<file path="src/mrbd_pkg.sv">
// ----------------------------------------------------------------------------
// mrbd_pkg
// Shared types and constants for the memory region bus decoder.
// ----------------------------------------------------------------------------
package mrbd_pkg;

  localparam int MAX_REGIONS_DEF = 8;
  localparam int MAX_DEVICES_DEF = 16;

  localparam int ADDR_W    = 16;
  localparam int DEV_ID_W  = 4;
  localparam int DATA_W    = 8;
  localparam int CMD_W     = 3;
  localparam int MASK_W    = 16;
  localparam int STATUS_W  = 2;

  localparam int REG_IDX_W = 4;
  localparam int REG_CNT_W = 5;

  localparam int IN_TDATA_W  = 48;
  localparam int OUT_TDATA_W = 32;

  localparam logic [CMD_W-1:0] CMD_READ   = 3'd0;
  localparam logic [CMD_W-1:0] CMD_WRITE  = 3'd1;
  localparam logic [CMD_W-1:0] CMD_ADD    = 3'd2;
  localparam logic [CMD_W-1:0] CMD_REMOVE = 3'd3;
  localparam logic [CMD_W-1:0] CMD_FLAGS  = 3'd4;

  localparam logic [STATUS_W-1:0] ST_OK   = 2'd0;
  localparam logic [STATUS_W-1:0] ST_FULL = 2'd1;
  localparam logic [STATUS_W-1:0] ST_MISS = 2'd2;

  localparam logic [DATA_W-1:0] OPEN_BUS = 8'hFF;

  typedef struct packed {
    logic [ADDR_W-1:0]   base;
    logic [ADDR_W-1:0]   len;
    logic [DEV_ID_W-1:0] owner;
  } region_t;

  typedef struct packed {
    logic                 wr_en;
    logic [REG_IDX_W-1:0] wr_idx;
    region_t              wr_entry;
    logic                 cnt_en;
    logic [REG_CNT_W-1:0] cnt;
  } tbl_cmd_t;

endpackage

</file>
<file path="src/mrbd_cover_unit.sv">
// ----------------------------------------------------------------------------
// mrbd_cover_unit
// Shared range compare: base <= addr < base + len, without wraparound.
// ----------------------------------------------------------------------------
module mrbd_cover_unit
  import mrbd_pkg::*;
(
  input  region_t           entry,
  input  logic [ADDR_W-1:0] addr,
  output logic              covered
);

  logic [ADDR_W:0] hi;

  assign hi      = {1'b0, entry.base} + {1'b0, entry.len};
  assign covered = (addr >= entry.base) && ({1'b0, addr} < hi);

endmodule

</file>
<file path="src/mrbd_region_table.sv">
// ----------------------------------------------------------------------------
// mrbd_region_table
// Ordered region table with one write and one read index, plus fill count.
// ----------------------------------------------------------------------------
module mrbd_region_table
  import mrbd_pkg::*;
#(
  parameter int MAX_REGIONS = MAX_REGIONS_DEF
)(
  input  logic                 clk,
  input  logic                 rst,
  input  tbl_cmd_t             cmd,
  input  logic [REG_IDX_W-1:0] rd_idx,
  output region_t              rd_entry,
  output logic [REG_CNT_W-1:0] count
);

  localparam int IDX_W = (MAX_REGIONS > 1) ? $clog2(MAX_REGIONS) : 1;

  region_t entries [MAX_REGIONS];

  always_ff @(posedge clk) begin
    if (cmd.wr_en) begin
      entries[cmd.wr_idx[IDX_W-1:0]] <= cmd.wr_entry;
    end
  end

  always_ff @(posedge clk) begin
    if (rst) begin
      count <= '0;
    end else if (cmd.cnt_en) begin
      count <= cmd.cnt;
    end
  end

  assign rd_entry = entries[rd_idx[IDX_W-1:0]];

endmodule

</file>
<file path="src/memory_region_bus_decoder_unit.sv">
// ----------------------------------------------------------------------------
// memory_region_bus_decoder_unit
// Region table bus decoder: add, remove, set flags, read and write decode.
// ----------------------------------------------------------------------------
//   channel | dir | fields
//   s_*     | in  | tuser: cmd; tdata: addr, region_size, device_id,
//           |     |   readable, writable, wr_data
//   m_*     | out | tdata: read_hit, read_device, write_mask, data_out, status
//
// Read, write and remove scan one region per cycle through the table's read
// port, read and write through a single range compare; add, set flags and
// scans of an empty table go straight to the final state. The block is busy until its result is
// loaded into the output register; a stalled result holds the block in its
// final state. Reset empties the table and sets all device flags.
// ----------------------------------------------------------------------------
module memory_region_bus_decoder_unit
  import mrbd_pkg::*;
#(
  parameter int MAX_REGIONS = MAX_REGIONS_DEF,
  parameter int MAX_DEVICES = MAX_DEVICES_DEF
)(
  input  logic                   clk,
  input  logic                   rst,
  input  logic                   s_tvalid,
  output logic                   s_tready,
  // [15:0] addr, [31:16] region_size, [35:32] device_id, [36] readable,
  // [37] writable, [45:38] wr_data, [47:46] zero
  input  logic [IN_TDATA_W-1:0]  s_tdata,
  // [2:0] cmd
  input  logic [CMD_W-1:0]       s_tuser,
  output logic                   m_tvalid,
  input  logic                   m_tready,
  // [0] read_hit, [4:1] read_device, [20:5] write_mask, [28:21] data_out,
  // [30:29] status, [31] zero
  output logic [OUT_TDATA_W-1:0] m_tdata
);

  localparam int CNT_W = $clog2(MAX_REGIONS + 1);
  localparam int DEV_W = $clog2(MAX_DEVICES);

  typedef enum logic [1:0] {IDLE, SCAN, DONE} state_t;

  state_t              state;
  logic [CMD_W-1:0]    cmd_q;
  logic [ADDR_W-1:0]   addr_q;
  logic [DEV_ID_W-1:0] dev_q;
  logic [DATA_W-1:0]   data_q;
  logic [CNT_W-1:0]    scan_idx;
  logic [CNT_W-1:0]    keep_idx;
  logic                hit_q;
  logic [DEV_ID_W-1:0] rdev_q;
  logic [MASK_W-1:0]   mask_q;
  logic                full_q;
  logic [MAX_DEVICES-1:0] dev_rd;
  logic [MAX_DEVICES-1:0] dev_wr;

  logic [CMD_W-1:0]    in_cmd;
  logic [ADDR_W-1:0]   in_addr;
  logic [ADDR_W-1:0]   in_size;
  logic [DEV_ID_W-1:0] in_dev;
  logic                in_rd;
  logic                in_wr;
  logic [DATA_W-1:0]   in_data;

  tbl_cmd_t             tbl_cmd;
  region_t              entry;
  logic [REG_CNT_W-1:0] tbl_count;
  logic [CNT_W-1:0]     count;
  logic                 covered;
  logic                 owner_ok;
  logic                 in_dev_ok;
  logic                 tbl_full;
  logic                 scan_last;
  logic                 keep;
  logic                 accept;
  logic                 out_free;

  logic                  res_hit;
  logic [DEV_ID_W-1:0]   res_dev;
  logic [MASK_W-1:0]     res_mask;
  logic [DATA_W-1:0]     res_data;
  logic [STATUS_W-1:0]   res_status;

  assign in_addr = s_tdata[15:0];
  assign in_size = s_tdata[31:16];
  assign in_dev  = s_tdata[35:32];
  assign in_rd   = s_tdata[36];
  assign in_wr   = s_tdata[37];
  assign in_data = s_tdata[45:38];
  assign in_cmd  = s_tuser;

  assign s_tready = (state == IDLE);
  assign accept   = s_tvalid && s_tready;
  assign out_free = !m_tvalid || m_tready;

  assign count     = tbl_count[CNT_W-1:0];
  assign tbl_full  = (count == CNT_W'(MAX_REGIONS));
  assign in_dev_ok = ({1'b0, in_dev} < (DEV_ID_W+1)'(MAX_DEVICES));
  assign owner_ok  = ({1'b0, entry.owner} < (DEV_ID_W+1)'(MAX_DEVICES));
  assign scan_last = ((scan_idx + CNT_W'(1)) == count);
  assign keep      = (entry.owner != dev_q);

  mrbd_region_table #(
    .MAX_REGIONS (MAX_REGIONS)
  ) u_table (
    .clk      (clk),
    .rst      (rst),
    .cmd      (tbl_cmd),
    .rd_idx   (REG_IDX_W'(scan_idx)),
    .rd_entry (entry),
    .count    (tbl_count)
  );

  mrbd_cover_unit u_cover (
    .entry   (entry),
    .addr    (addr_q),
    .covered (covered)
  );

  always_comb begin
    tbl_cmd = '0;
    if (accept && in_cmd == CMD_ADD && in_dev_ok && !tbl_full) begin
      tbl_cmd.wr_en    = 1'b1;
      tbl_cmd.wr_idx   = REG_IDX_W'(count);
      tbl_cmd.wr_entry = '{base: in_addr, len: in_size, owner: in_dev};
      tbl_cmd.cnt_en   = 1'b1;
      tbl_cmd.cnt      = REG_CNT_W'(count + CNT_W'(1));
    end else if (state == SCAN && cmd_q == CMD_REMOVE) begin
      tbl_cmd.wr_en    = keep;
      tbl_cmd.wr_idx   = REG_IDX_W'(keep_idx);
      tbl_cmd.wr_entry = entry;
      tbl_cmd.cnt_en   = scan_last;
      tbl_cmd.cnt      = REG_CNT_W'(keep_idx + CNT_W'(keep));
    end
  end

  always_comb begin
    res_hit    = 1'b0;
    res_dev    = '0;
    res_mask   = '0;
    res_data   = '0;
    res_status = ST_OK;
    unique case (cmd_q)
      CMD_READ: begin
        res_hit = hit_q;
        res_dev = rdev_q;
        if (!hit_q) begin
          res_data   = OPEN_BUS;
          res_status = ST_MISS;
        end
      end
      CMD_WRITE: begin
        res_mask = mask_q;
        res_data = data_q;
        if (mask_q == '0) begin
          res_status = ST_MISS;
        end
      end
      CMD_ADD: begin
        if (full_q) begin
          res_status = ST_FULL;
        end
      end
      default: begin
      end
    endcase
  end

  always_ff @(posedge clk) begin
    if (rst) begin
      state    <= IDLE;
      m_tvalid <= 1'b0;
      dev_rd   <= '1;
      dev_wr   <= '1;
    end else begin
      if (m_tvalid && m_tready && state != DONE) begin
        m_tvalid <= 1'b0;
      end
      unique case (state)
        IDLE: begin
          if (accept) begin
            cmd_q    <= in_cmd;
            addr_q   <= in_addr;
            dev_q    <= in_dev;
            data_q   <= in_data;
            scan_idx <= '0;
            keep_idx <= '0;
            hit_q    <= 1'b0;
            rdev_q   <= '0;
            mask_q   <= '0;
            full_q   <= (in_cmd == CMD_ADD) && in_dev_ok && tbl_full;
            if (in_cmd == CMD_FLAGS && in_dev_ok) begin
              dev_rd[in_dev[DEV_W-1:0]] <= in_rd;
              dev_wr[in_dev[DEV_W-1:0]] <= in_wr;
            end
            if ((in_cmd == CMD_READ || in_cmd == CMD_WRITE || in_cmd == CMD_REMOVE)
                && count != '0) begin
              state <= SCAN;
            end else begin
              state <= DONE;
            end
          end
        end
        SCAN: begin
          if (cmd_q == CMD_READ && covered && owner_ok
              && dev_rd[entry.owner[DEV_W-1:0]]) begin
            hit_q  <= 1'b1;
            rdev_q <= entry.owner;
          end
          if (cmd_q == CMD_WRITE && covered && owner_ok
              && dev_wr[entry.owner[DEV_W-1:0]]) begin
            mask_q <= mask_q | (MASK_W'(1) << entry.owner);
          end
          if (keep) begin
            keep_idx <= keep_idx + CNT_W'(1);
          end
          scan_idx <= scan_idx + CNT_W'(1);
          if (scan_last) begin
            state <= DONE;
          end
        end
        DONE: begin
          if (out_free) begin
            m_tvalid <= 1'b1;
            m_tdata  <= {1'b0, res_status, res_data, res_mask, res_dev, res_hit};
            state    <= IDLE;
          end
        end
        default: begin
          state <= IDLE;
        end
      endcase
    end
  end

endmodule

</file>
<file path="config.mk">
export PLATFORM = sky130hd
export DESIGN_NAME = memory_region_bus_decoder_unit
export DESIGN_NICKNAME = d
export VERILOG_FILES = /design/src/mrbd_pkg.sv /design/src/mrbd_cover_unit.sv /design/src/mrbd_region_table.sv /design/src/memory_region_bus_decoder_unit.sv
export SDC_FILE = /design/constraint.sdc
export NUM_CORES = 1
export LEC_CHECK = 0
export ABC_AREA = 0
export CORE_MARGIN = 3
export CORE_UTILIZATION = 40
export CTS_CLUSTER_DIAMETER = 60
export DETAILED_ROUTE_END_ITERATION = 12
export DONT_BUFFER_PORTS = 1
export GPL_TIMING_DRIVEN = 0
export SETUP_SLACK_MARGIN = 0.05
export SYNTH_ARGS = -nofsm -noshare
export SYNTH_HDL_FRONTEND = slang
export SYNTH_HIERARCHICAL = 1
export SYNTH_SLANG_ARGS = --single-unit
</file>
<file path="constraint.sdc">
create_clock -name clk -period 6.6 [get_ports clk]
set_input_delay 0.66 -clock clk [delete_from_list [all_inputs] [get_ports clk]]
set_output_delay 0.66 -clock clk [all_outputs]
set_load 0.02 [all_outputs]
</file>
* Word level (Yosys, flattened, before mapping)
Memories as Yosys holds them, arrays and structs flattened. A register that Yosys moved wholly into a read port is not among the register bits.
Cells that the tools add are included.
W data, S select, Z words.
** Cells by class
- Order comparisons :: 5
- Shifts and indexed selects :: 1
- Reduce and logical (&&, ||, !) cells :: 33
- Equal/unequal tests :: 19
- Multiplexer cells :: 39
- Bitwise operators :: 2
- $add $sub $neg :: 5
** Operators with widths (count)
- $mux W47 :: 2
- $bwmux W16 :: 2
- $mux W16 :: 2
- $pmux W16 S2 :: 1
- $pmux W4 S2 :: 3
- $add A16 B16 Y17 :: 1
- $lt A16 B17 Y1 :: 1
- $ge A16 B16 Y1 :: 1
- $logic_not A16 Y1 :: 1
- $or A16 B16 Y16 :: 1
- $pmux W8 S2 :: 1
- $shl A1 B4 Y16 const A :: 1
- $reduce_and A3 Y1 :: 5
- $logic_and A1 B1 Y1 :: 14
- $eq A3 B2 Y1 const B :: 4
- $mux W2 :: 6
- $mux W4 :: 3
- $pmux W2 S3 :: 2
- $reduce_and A4 Y1 :: 3
- $mux W1 :: 11
- $lt A4 B5 Y1 const B :: 2
- $add A4 B1 Y4 const B :: 2
- $bmux W1 S4 :: 2
- $mux W8 :: 1
- 22 further kinds :: 32
** Storage, ports and cells
- Output and inout port bits :: 34
- Memories kept :: 1
- RAM bits :: 288
- Flip-flop bits (word level) :: 131
** Memory list
- u_table.entries :: depth 8, width 36, rd ports 1, clocked after memory_dff 1, wr ports 1, RTL line mrbd_region_table.sv:20 : region_t entries [MAX_REGIONS];

* Logic depth before layout (Yosys ltp)
Gate-level depths: netlist of the first run.
- Word-level depth :: 7
- Mapped depth :: 22
- Depth with buffers taken out :: 20

* By module
The synthesis of the first run kept the hierarchy.
** By module, submodules not included
- mrbd_region_table :: times used 1, cells an instance 445, area each 11314.6 µm²
- memory_region_bus_decoder_unit :: times used 1, cells an instance 494, area each 6033.3 µm²
- mrbd_cover_unit :: times used 1, cells an instance 180, area each 1431.4 µm²

* Worst setup path before layout of the first run
Ideal clock, no wire load.
- Kind :: reg-to-reg
- From :: register scan_idx[0] (netlist name)
- To :: register mask_q[0] (enable)
- Arrival :: 4937 ps
- Setup slack :: 1288 ps
- Data required time :: 6225 ps
- Cell stages (with the launch flop) :: 22
- Path through :: edfxtp_1 buf_6 buf_6 mux4_1 mux2_2 ha_1 a21o_1 o32a_1 nand2_2 o21ai_0 a21oi_1 xor2_1 ha_1 a21oi_1 nor2b_1 a311oi_1 nor2_1 a221o_1 a21oi_1 nor4b_1 nand4_1 nand3_1
** RTL lines
- end signal, assigned :: RTL line memory_region_bus_decoder_unit.sv:212 : mask_q <= mask_q | (MASK_W'(1) << entry.owner);
- end, declared :: RTL line memory_region_bus_decoder_unit.sv:52 : logic [MASK_W-1:0] mask_q;

==> impl_metrics.toml, run 1 <==
[global_route]
grt_pass1_vias = 10300
antenna_found_initial = 0
grt_overflow_total = 0
grt_max_degree = 33
gr-usage-all-layers_pct = 17.2
grt_pass1_wl_um = 64500

[final_layout]
final_nets = 1286
regArea_mm2 = 0.0122
multi_input_comb_area_mm2 = 0.00612
drive_gt1_share_pct = 13.8
area_growth_pct = 13.6
fill_cells = 3848
diodes = 0
stdcell_count = 1814
final_cell_area_mm2 = 0.0213

[worst_setup_path]
critPathLaunchType = "flip-flop"
cp_slowest_cell = "mux4_1"
critPathRequiredTime_ns = 6.84
cp_data_arrival_time_ns = 6.29
cp_slowest_stage_delay_ns = 0.57
critPathKind = "reg -> reg"
path_cells = "buf_6 > buf_6 > mux4_1 > mux2_2 > ha_1 > fa_1 > a21oi_1 > o22ai_1 > a31oi_1 > nor2_1 > xnor2_1 > ha_1 > nor2b_1 > a311oi_1 > nor2_1 > a221o_1 > a21oi_2 > nor4b_2 > nand4_1 > nand3_4"
rrSetupSlack_ns = 0.56
cp_max_fo = 16
crit_path_end_kind = "flip-flop"

[sta]
finClkSkew_ns = 0.0223
slew_viol_final = 0
rsz0062_at_grt = "false"
final_hold_viol_count = 0
finalCritPeriodShare_pct = 91.6
finalSetupViolations = 0
clock.fmax_ghz = 0.165
layout_min_cycle_time_ns = 6.04
whs_ns = 0.161
relSlewSlack_pct = 30.6
worstMarginPinSlew_ns = 1.04

[clocking]
clock-sinks = 419
ctsHtreeMaxLevel = 2
worstSkewPairLatency_ns = 0.58
cts_hold_buf = 0
path_clk_slew_ns = 0.06
numCtsBuffers = 45
cts_tree = "yes"
cts_buffer_depth = 3
postCtsSetupBuffers = 0
cts_root_buf = "clkbuf_16"

[pwr]
p_per_area_mw_per_mm2 = 265
power.total_mw = 5.64
p_leak_nw = 7.56
ir_drop_mv = 0.138

[floorplanning]
die_area_mm2 = 0.0494
num_rows = 78
chipHeight_um = 222
die_w_um = 222
core_area_mm2 = 0.0458
io_pins = 89
start_util_pct = 40.9

[synth]
syn_nets = 1221
yosysWarnings = 6
synthCells = 1112
postSynthAreaPerCell_um2 = 16.8
synthesis.area_mm2 = 0.0187

[job]
drv_cap = 0

[place]
post_dp_cell_area_mm2 = 0.0198
place_congestion = 0.814
portBuffers = 0
dp_hpwl_um = 29100
dp.cells = 1730

[route]
routedWlPerCell_um = 23.6
vias_per_cell = 5.53
drcViolationCount = 0
wirelength_um = 42700
drt_iter0_drc = 757
vias = 10000
ant_nets = 0
dr.pass1.iters = 5

[run_status]
outcome = "completed"

[hold_path]
hp-class = "in -> reg"
==> sequential cells by signal, summed over array words and instances (netlist names), 3 cells and up <==
signal and count:
data_q 8, m_tdata 31, u_table/entries 288, keep_idx 4
rdev_q 4, addr_q 16, dev_rd 16, mask_q 16
dev_q 4, dev_wr 16, cmd_q 3, scan_idx 4
u_table/count 4
==> layout by cell type (no fill, tap or decap), types with 7 or more instances in the layout <==
master and count:
nand2_1 19, xor2_1 17, nor2b_1 16, nor2_1 62
a21o_1 17, buf_12 9, nand2b_1 7, a21oi_1 34
and2_1 31, mux2_2 37, buf_2 8, clkinv_1 9
xnor2_1 12, buf_6 19, dfxtp_1 39, o21ai_0 9
edfxtp_1 380, nand3_1 19, inv_1 31, mux2i_1 35
clkbuf_1 42, a22o_1 42, a31oi_1 11, a221o_1 13
clkbuf_16 45, mux4_1 72, ha_1 53
==> report_power, final <==
part	switching (mW)	leakage [nW]	total, mW	internal [mW]
clock network	1.00	0.675	2.39	1.38
logic	0.194	3.01	0.329	0.135
registers	0.0232	3.88	2.92	2.90
==> metrics by stage <==
step	setup TNS (ns)	setup WS [ns]	util, %
floorplan	0	1.29	-
global placement	-171.13	-1.91	42.5
detailed placement	-4.57	-0.286	43.3
CTS	0	0.0903	46.4
global route	0	0.199	46.4
finish	0	0.556	46.4
==> routing by layer <==
| layer | wire length (µm) | track usage [%] |
|---|---|---|
| met1 | 18500 | 22.8 |
| met2 | 21000 | 29.0 |
| met3 | 2400 | 3.99 |
| met4 | 850 | 4.25 |
| met5 | 0 | 0 |
==> final cells by class <==
| cell class | instances | area share, % |
|---|---|---|
| tap | 600 | 3.53 |
| sequential | 419 | 57.4 |
| multi-input combinational | 605 | 28.8 |
| clock buffer | 63 | 5.62 |
| inverter | 32 | 0.565 |
| clock inverter | 21 | 0.936 |
| timing repair buffer | 18 | 1.42 |
| buffer | 56 | 1.77 |
==> final timing paths <==
path | from | end | cells past startpoint
worst max-delay path | scan_idx[0] | mask_q[15] | 20
worst min-delay path | rst | u_table/count[0] | 1
worst max register to register | scan_idx[0] | mask_q[15] | 20
worst min register to register | dev_rd[11] | dev_rd[11] | 1
==> what timing repair did <==
action,CTS,global route
setup endpoints to repair,16,21
endpoints found under the hold margin,0,0
resized for setup,7,4
==> critical path, delay by kind of cell (launching register included) <==
| family | cells | cell delay [ns] |
|---|---|---|
| AO/OA/AOI/OAI | 6 | 1.68 |
| AND/OR/NAND/NOR | 6 | 1.12 |
| adder cells (fa/ha/maj) | 3 | 0.96 |
| multiplexers | 2 | 0.90 |
| flip-flops | 1 | 0.47 |
| buffers and inverters | 2 | 0.43 |
| XOR/XNOR | 1 | 0.14 |
Power figures use the tool's default switching activity.
==> run 2, diff against run 1 <==
--- a/config.mk
+++ b/config.mk
@@ -9,11 +9,11 @@
 export CORE_MARGIN = 3
 export CORE_UTILIZATION = 40
 export CTS_CLUSTER_DIAMETER = 60
+export CTS_CLUSTER_SIZE = 25
 export DETAILED_ROUTE_END_ITERATION = 12
 export DONT_BUFFER_PORTS = 1
 export GPL_TIMING_DRIVEN = 0
 export SETUP_SLACK_MARGIN = 0.05
 export SYNTH_ARGS = -nofsm -noshare
 export SYNTH_HDL_FRONTEND = slang
-export SYNTH_HIERARCHICAL = 1
 export SYNTH_SLANG_ARGS = --single-unit
==> impl_metrics.toml, run 2 <==
[run_status]
outcome = "completed"

[synth]
post-synth-top-area-cell = "edfxtp_1"
postSynthAreaPerCell_um2 = 15.8
synth_common_cells = "380 x edfxtp_1, 72 x mux4_2, 69 x nand2_1"
yosysWarnings = 0
synth-seq-cells = 422
async_flop_share_pct = 0
netlist-cell-type-count = 61
ys_seq_area_share_pct = 66.9
ys_top_cells_by_area = "edfxtp_1 62%, mux4_2 8.9%, dfxtp_1 4.6%"
ys.flop_type = "edfxtp_1"
synth_top_cell_area_share_pct = 62.3
synthCells = 1163
syn_nets = 1272
synthesis.area_mm2 = 0.0183
synth_edf_count = 380
synth_most_common_cell = "edfxtp_1"

[worst_setup_path]
critPathRequiredTime_ns = 6.87
critPathKind = "reg -> reg"
crit_family = "compound AO/OA/AOI/OAI gates"
cp_data_arrival_time_ns = 6.31
crit_path_end_kind = "flip-flop"
critPathLaunchType = "flip-flop"
rr_worst_depth = 20
cp_max_fo = 16
path_cells = "buf_2 > clkbuf_4 > buf_2 > mux4_2 > mux2_2 > ha_1 > fa_1 > a211o_1 > a21oi_1 > o221ai_1 > a21oi_1 > xor2_1 > ha_1 > nor3_1 > o21ai_0 > a21oi_1 > a31oi_1 > o221ai_1 > o2111a_1 > a21o_4"
crit_top_cell = "a21oi_1"
crit_cells = 20
cp_slowest_cell = "mux4_2"
cp_slowest_stage_delay_ns = 0.55
worst-path-buf-inv = 3

[floorplanning]
core_area_mm2 = 0.0447
io_pins = 89
die_w_um = 220
chipHeight_um = 220
num_rows = 77
start_util_pct = 41.0
die_area_mm2 = 0.0484

[clocking]
ctsHtreeMaxLevel = 1
numCtsBuffers = 30
path_clk_slew_ns = 0.10
worstSkewPairLatency_ns = 0.60
cts_buffer_depth = 3
cts_root_buf = "clkbuf_16"
cts_tree = "yes"
cts_hold_buf = 0
clock-sinks = 422

[job]
drv_cap = 0

[final_layout]
final_nets = 1317
layout_commonest_cell = "edfxtp_1"
final_cell_area_mm2 = 0.0206
drive_gt1_share_pct = 15.5
fin_util_pct = 46.0
area_growth_pct = 12.4
largest_reg_flops = 288
diodes = 0
mostFrequentLayoutCells = "380 x edfxtp_1, 72 x mux4_2, 69 x nand2_1, 58 x o21ai_0, 54 x nor2_1"

[pwr]
switching_share_pct = 24.7
p_seq_share_pct = 54.2
p_leak_nw = 7.07
pwr-share-clk_pct = 37.8
ir_drop_mv = 0.190
p_per_area_mw_per_mm2 = 263
intPower_mw = 4.08
combinationalPowerShare_pct = 8.1
p_sw_mw = 1.34

[global_route]
grt_util_met1_pct = 22.7
grt_pass1_wl_um = 61400
grtUsageMet2_pct = 28.6
grt_util_met3_pct = 2.85
grt_max_degree = 28
grt_pass1_vias = 10200
antenna_found_initial = 1
grt.busiest_layer = "met2"
grt_overflow_total = 0
gr-usage-all-layers_pct = 16.8

[sta]
slew_viol_final = 0
final_hold_viol_count = 0
whs_ns = 0.151
clock.fmax_ghz = 0.166
rsz0062_at_grt = "false"
worstMarginPinSlew_ns = 1.31
finalSetupViolations = 0
fin_ws_ns = 0.565
finalCritPeriodShare_pct = 91.4
finClkSkew_ns = 0.0303
layout_min_cycle_time_ns = 6.04
relSlewSlack_pct = 12.6

[place]
portBuffers = 0
place_congestion = 0.848
dp_slack_ns = -0.433
dp_hpwl_um = 28000
post_dp_cell_area_mm2 = 0.0195

[route]
vias_per_cell = 5.57
ant_nets = 0
drcViolationCount = 0
wirelength_um = 40400
vias = 10100
routedWlPerCell_um = 22.1
drt_iter0_drc = 875
dr.pass1.iters = 5

[hold_path]
hold_depth = 0
hp-class = "in -> reg"
worstHoldStart = "s_tdata[7]"
run 2: changes by cell type in the layout (fill, tap and decap cells not counted), moves of 10 or more:
| cell | change |
|---|---|
| mux4_1 | -72 |
| mux4_2 | +72 |
| nand2_1 | +50 |
| o21ai_0 | +49 |
| mux2_2 | -19 |
| buf_6 | -16 |
| a22o_1 | -14 |
| clkbuf_16 | -14 |
| a221o_1 | -13 |
| clkbuf_1 | -12 |
| mux2i_1 | +10 |
run 2: area by class of cell:
type                       instances  area [µm²]
clock inverter                    23         334
fill                            3883       24100
buffer                            51         231
sequential                       422       12300
inverter                          36         135
timing repair buffer              14         330
clock buffer                      31         776
tap                              592         741
multi-input combinational        653        5790
run 2: metrics by stage:
step                      setup TNS [ns]  instances  total power, mW
after floorplan                        0       1163             3.31
after global placement            -24.15       1755             3.42
after detailed placement           -7.23       1769             3.43
after CTS                              0       1822             5.46
after global routing                   0       1822             5.62
final                                  0       1822             5.41
run 2: routing by layer:
metal,vias to the layer above,wire [µm]
met2,266,19600
met5,-,13
met3,45,2110
met1,5191,17900
met4,2,748
li1,4641,-
run 2: logic make-up after synthesis:
logic type / synth area share (%)
compound gates: 6.71
fa+ha+maj: 3.73
other cells: 0.0205
xor+xnor: 1.42
buf+inv: 1.98
simple gates: 6.59
flops: 66.9
mux: 12.7
run 2: repair_timing:
item                       in CTS  in global routing
buffers inserted                0                  0
resized for setup               3                  3
setup endpoints to repair      21                 21
run 2: power by group through the flow:
stage	combinational, mW	clock (mW)	sequential (mW)
final	0.437	2.04	2.93
after global routing	0.489	2.19	2.94
after CTS	0.439	2.09	2.93
after detailed placement	0.437	0	2.99
after global placement	0.422	0	3.00
after floorplan	0.324	0	2.99
run 2: path summary, 6_finish.rpt:
check                   end  slack, ns
hold reg to reg   dev_rd[0]       0.48
setup reg to reg  mask_q[1]       0.56
setup / recovery  mask_q[1]       0.56
hold / removal    addr_q[7]       0.15
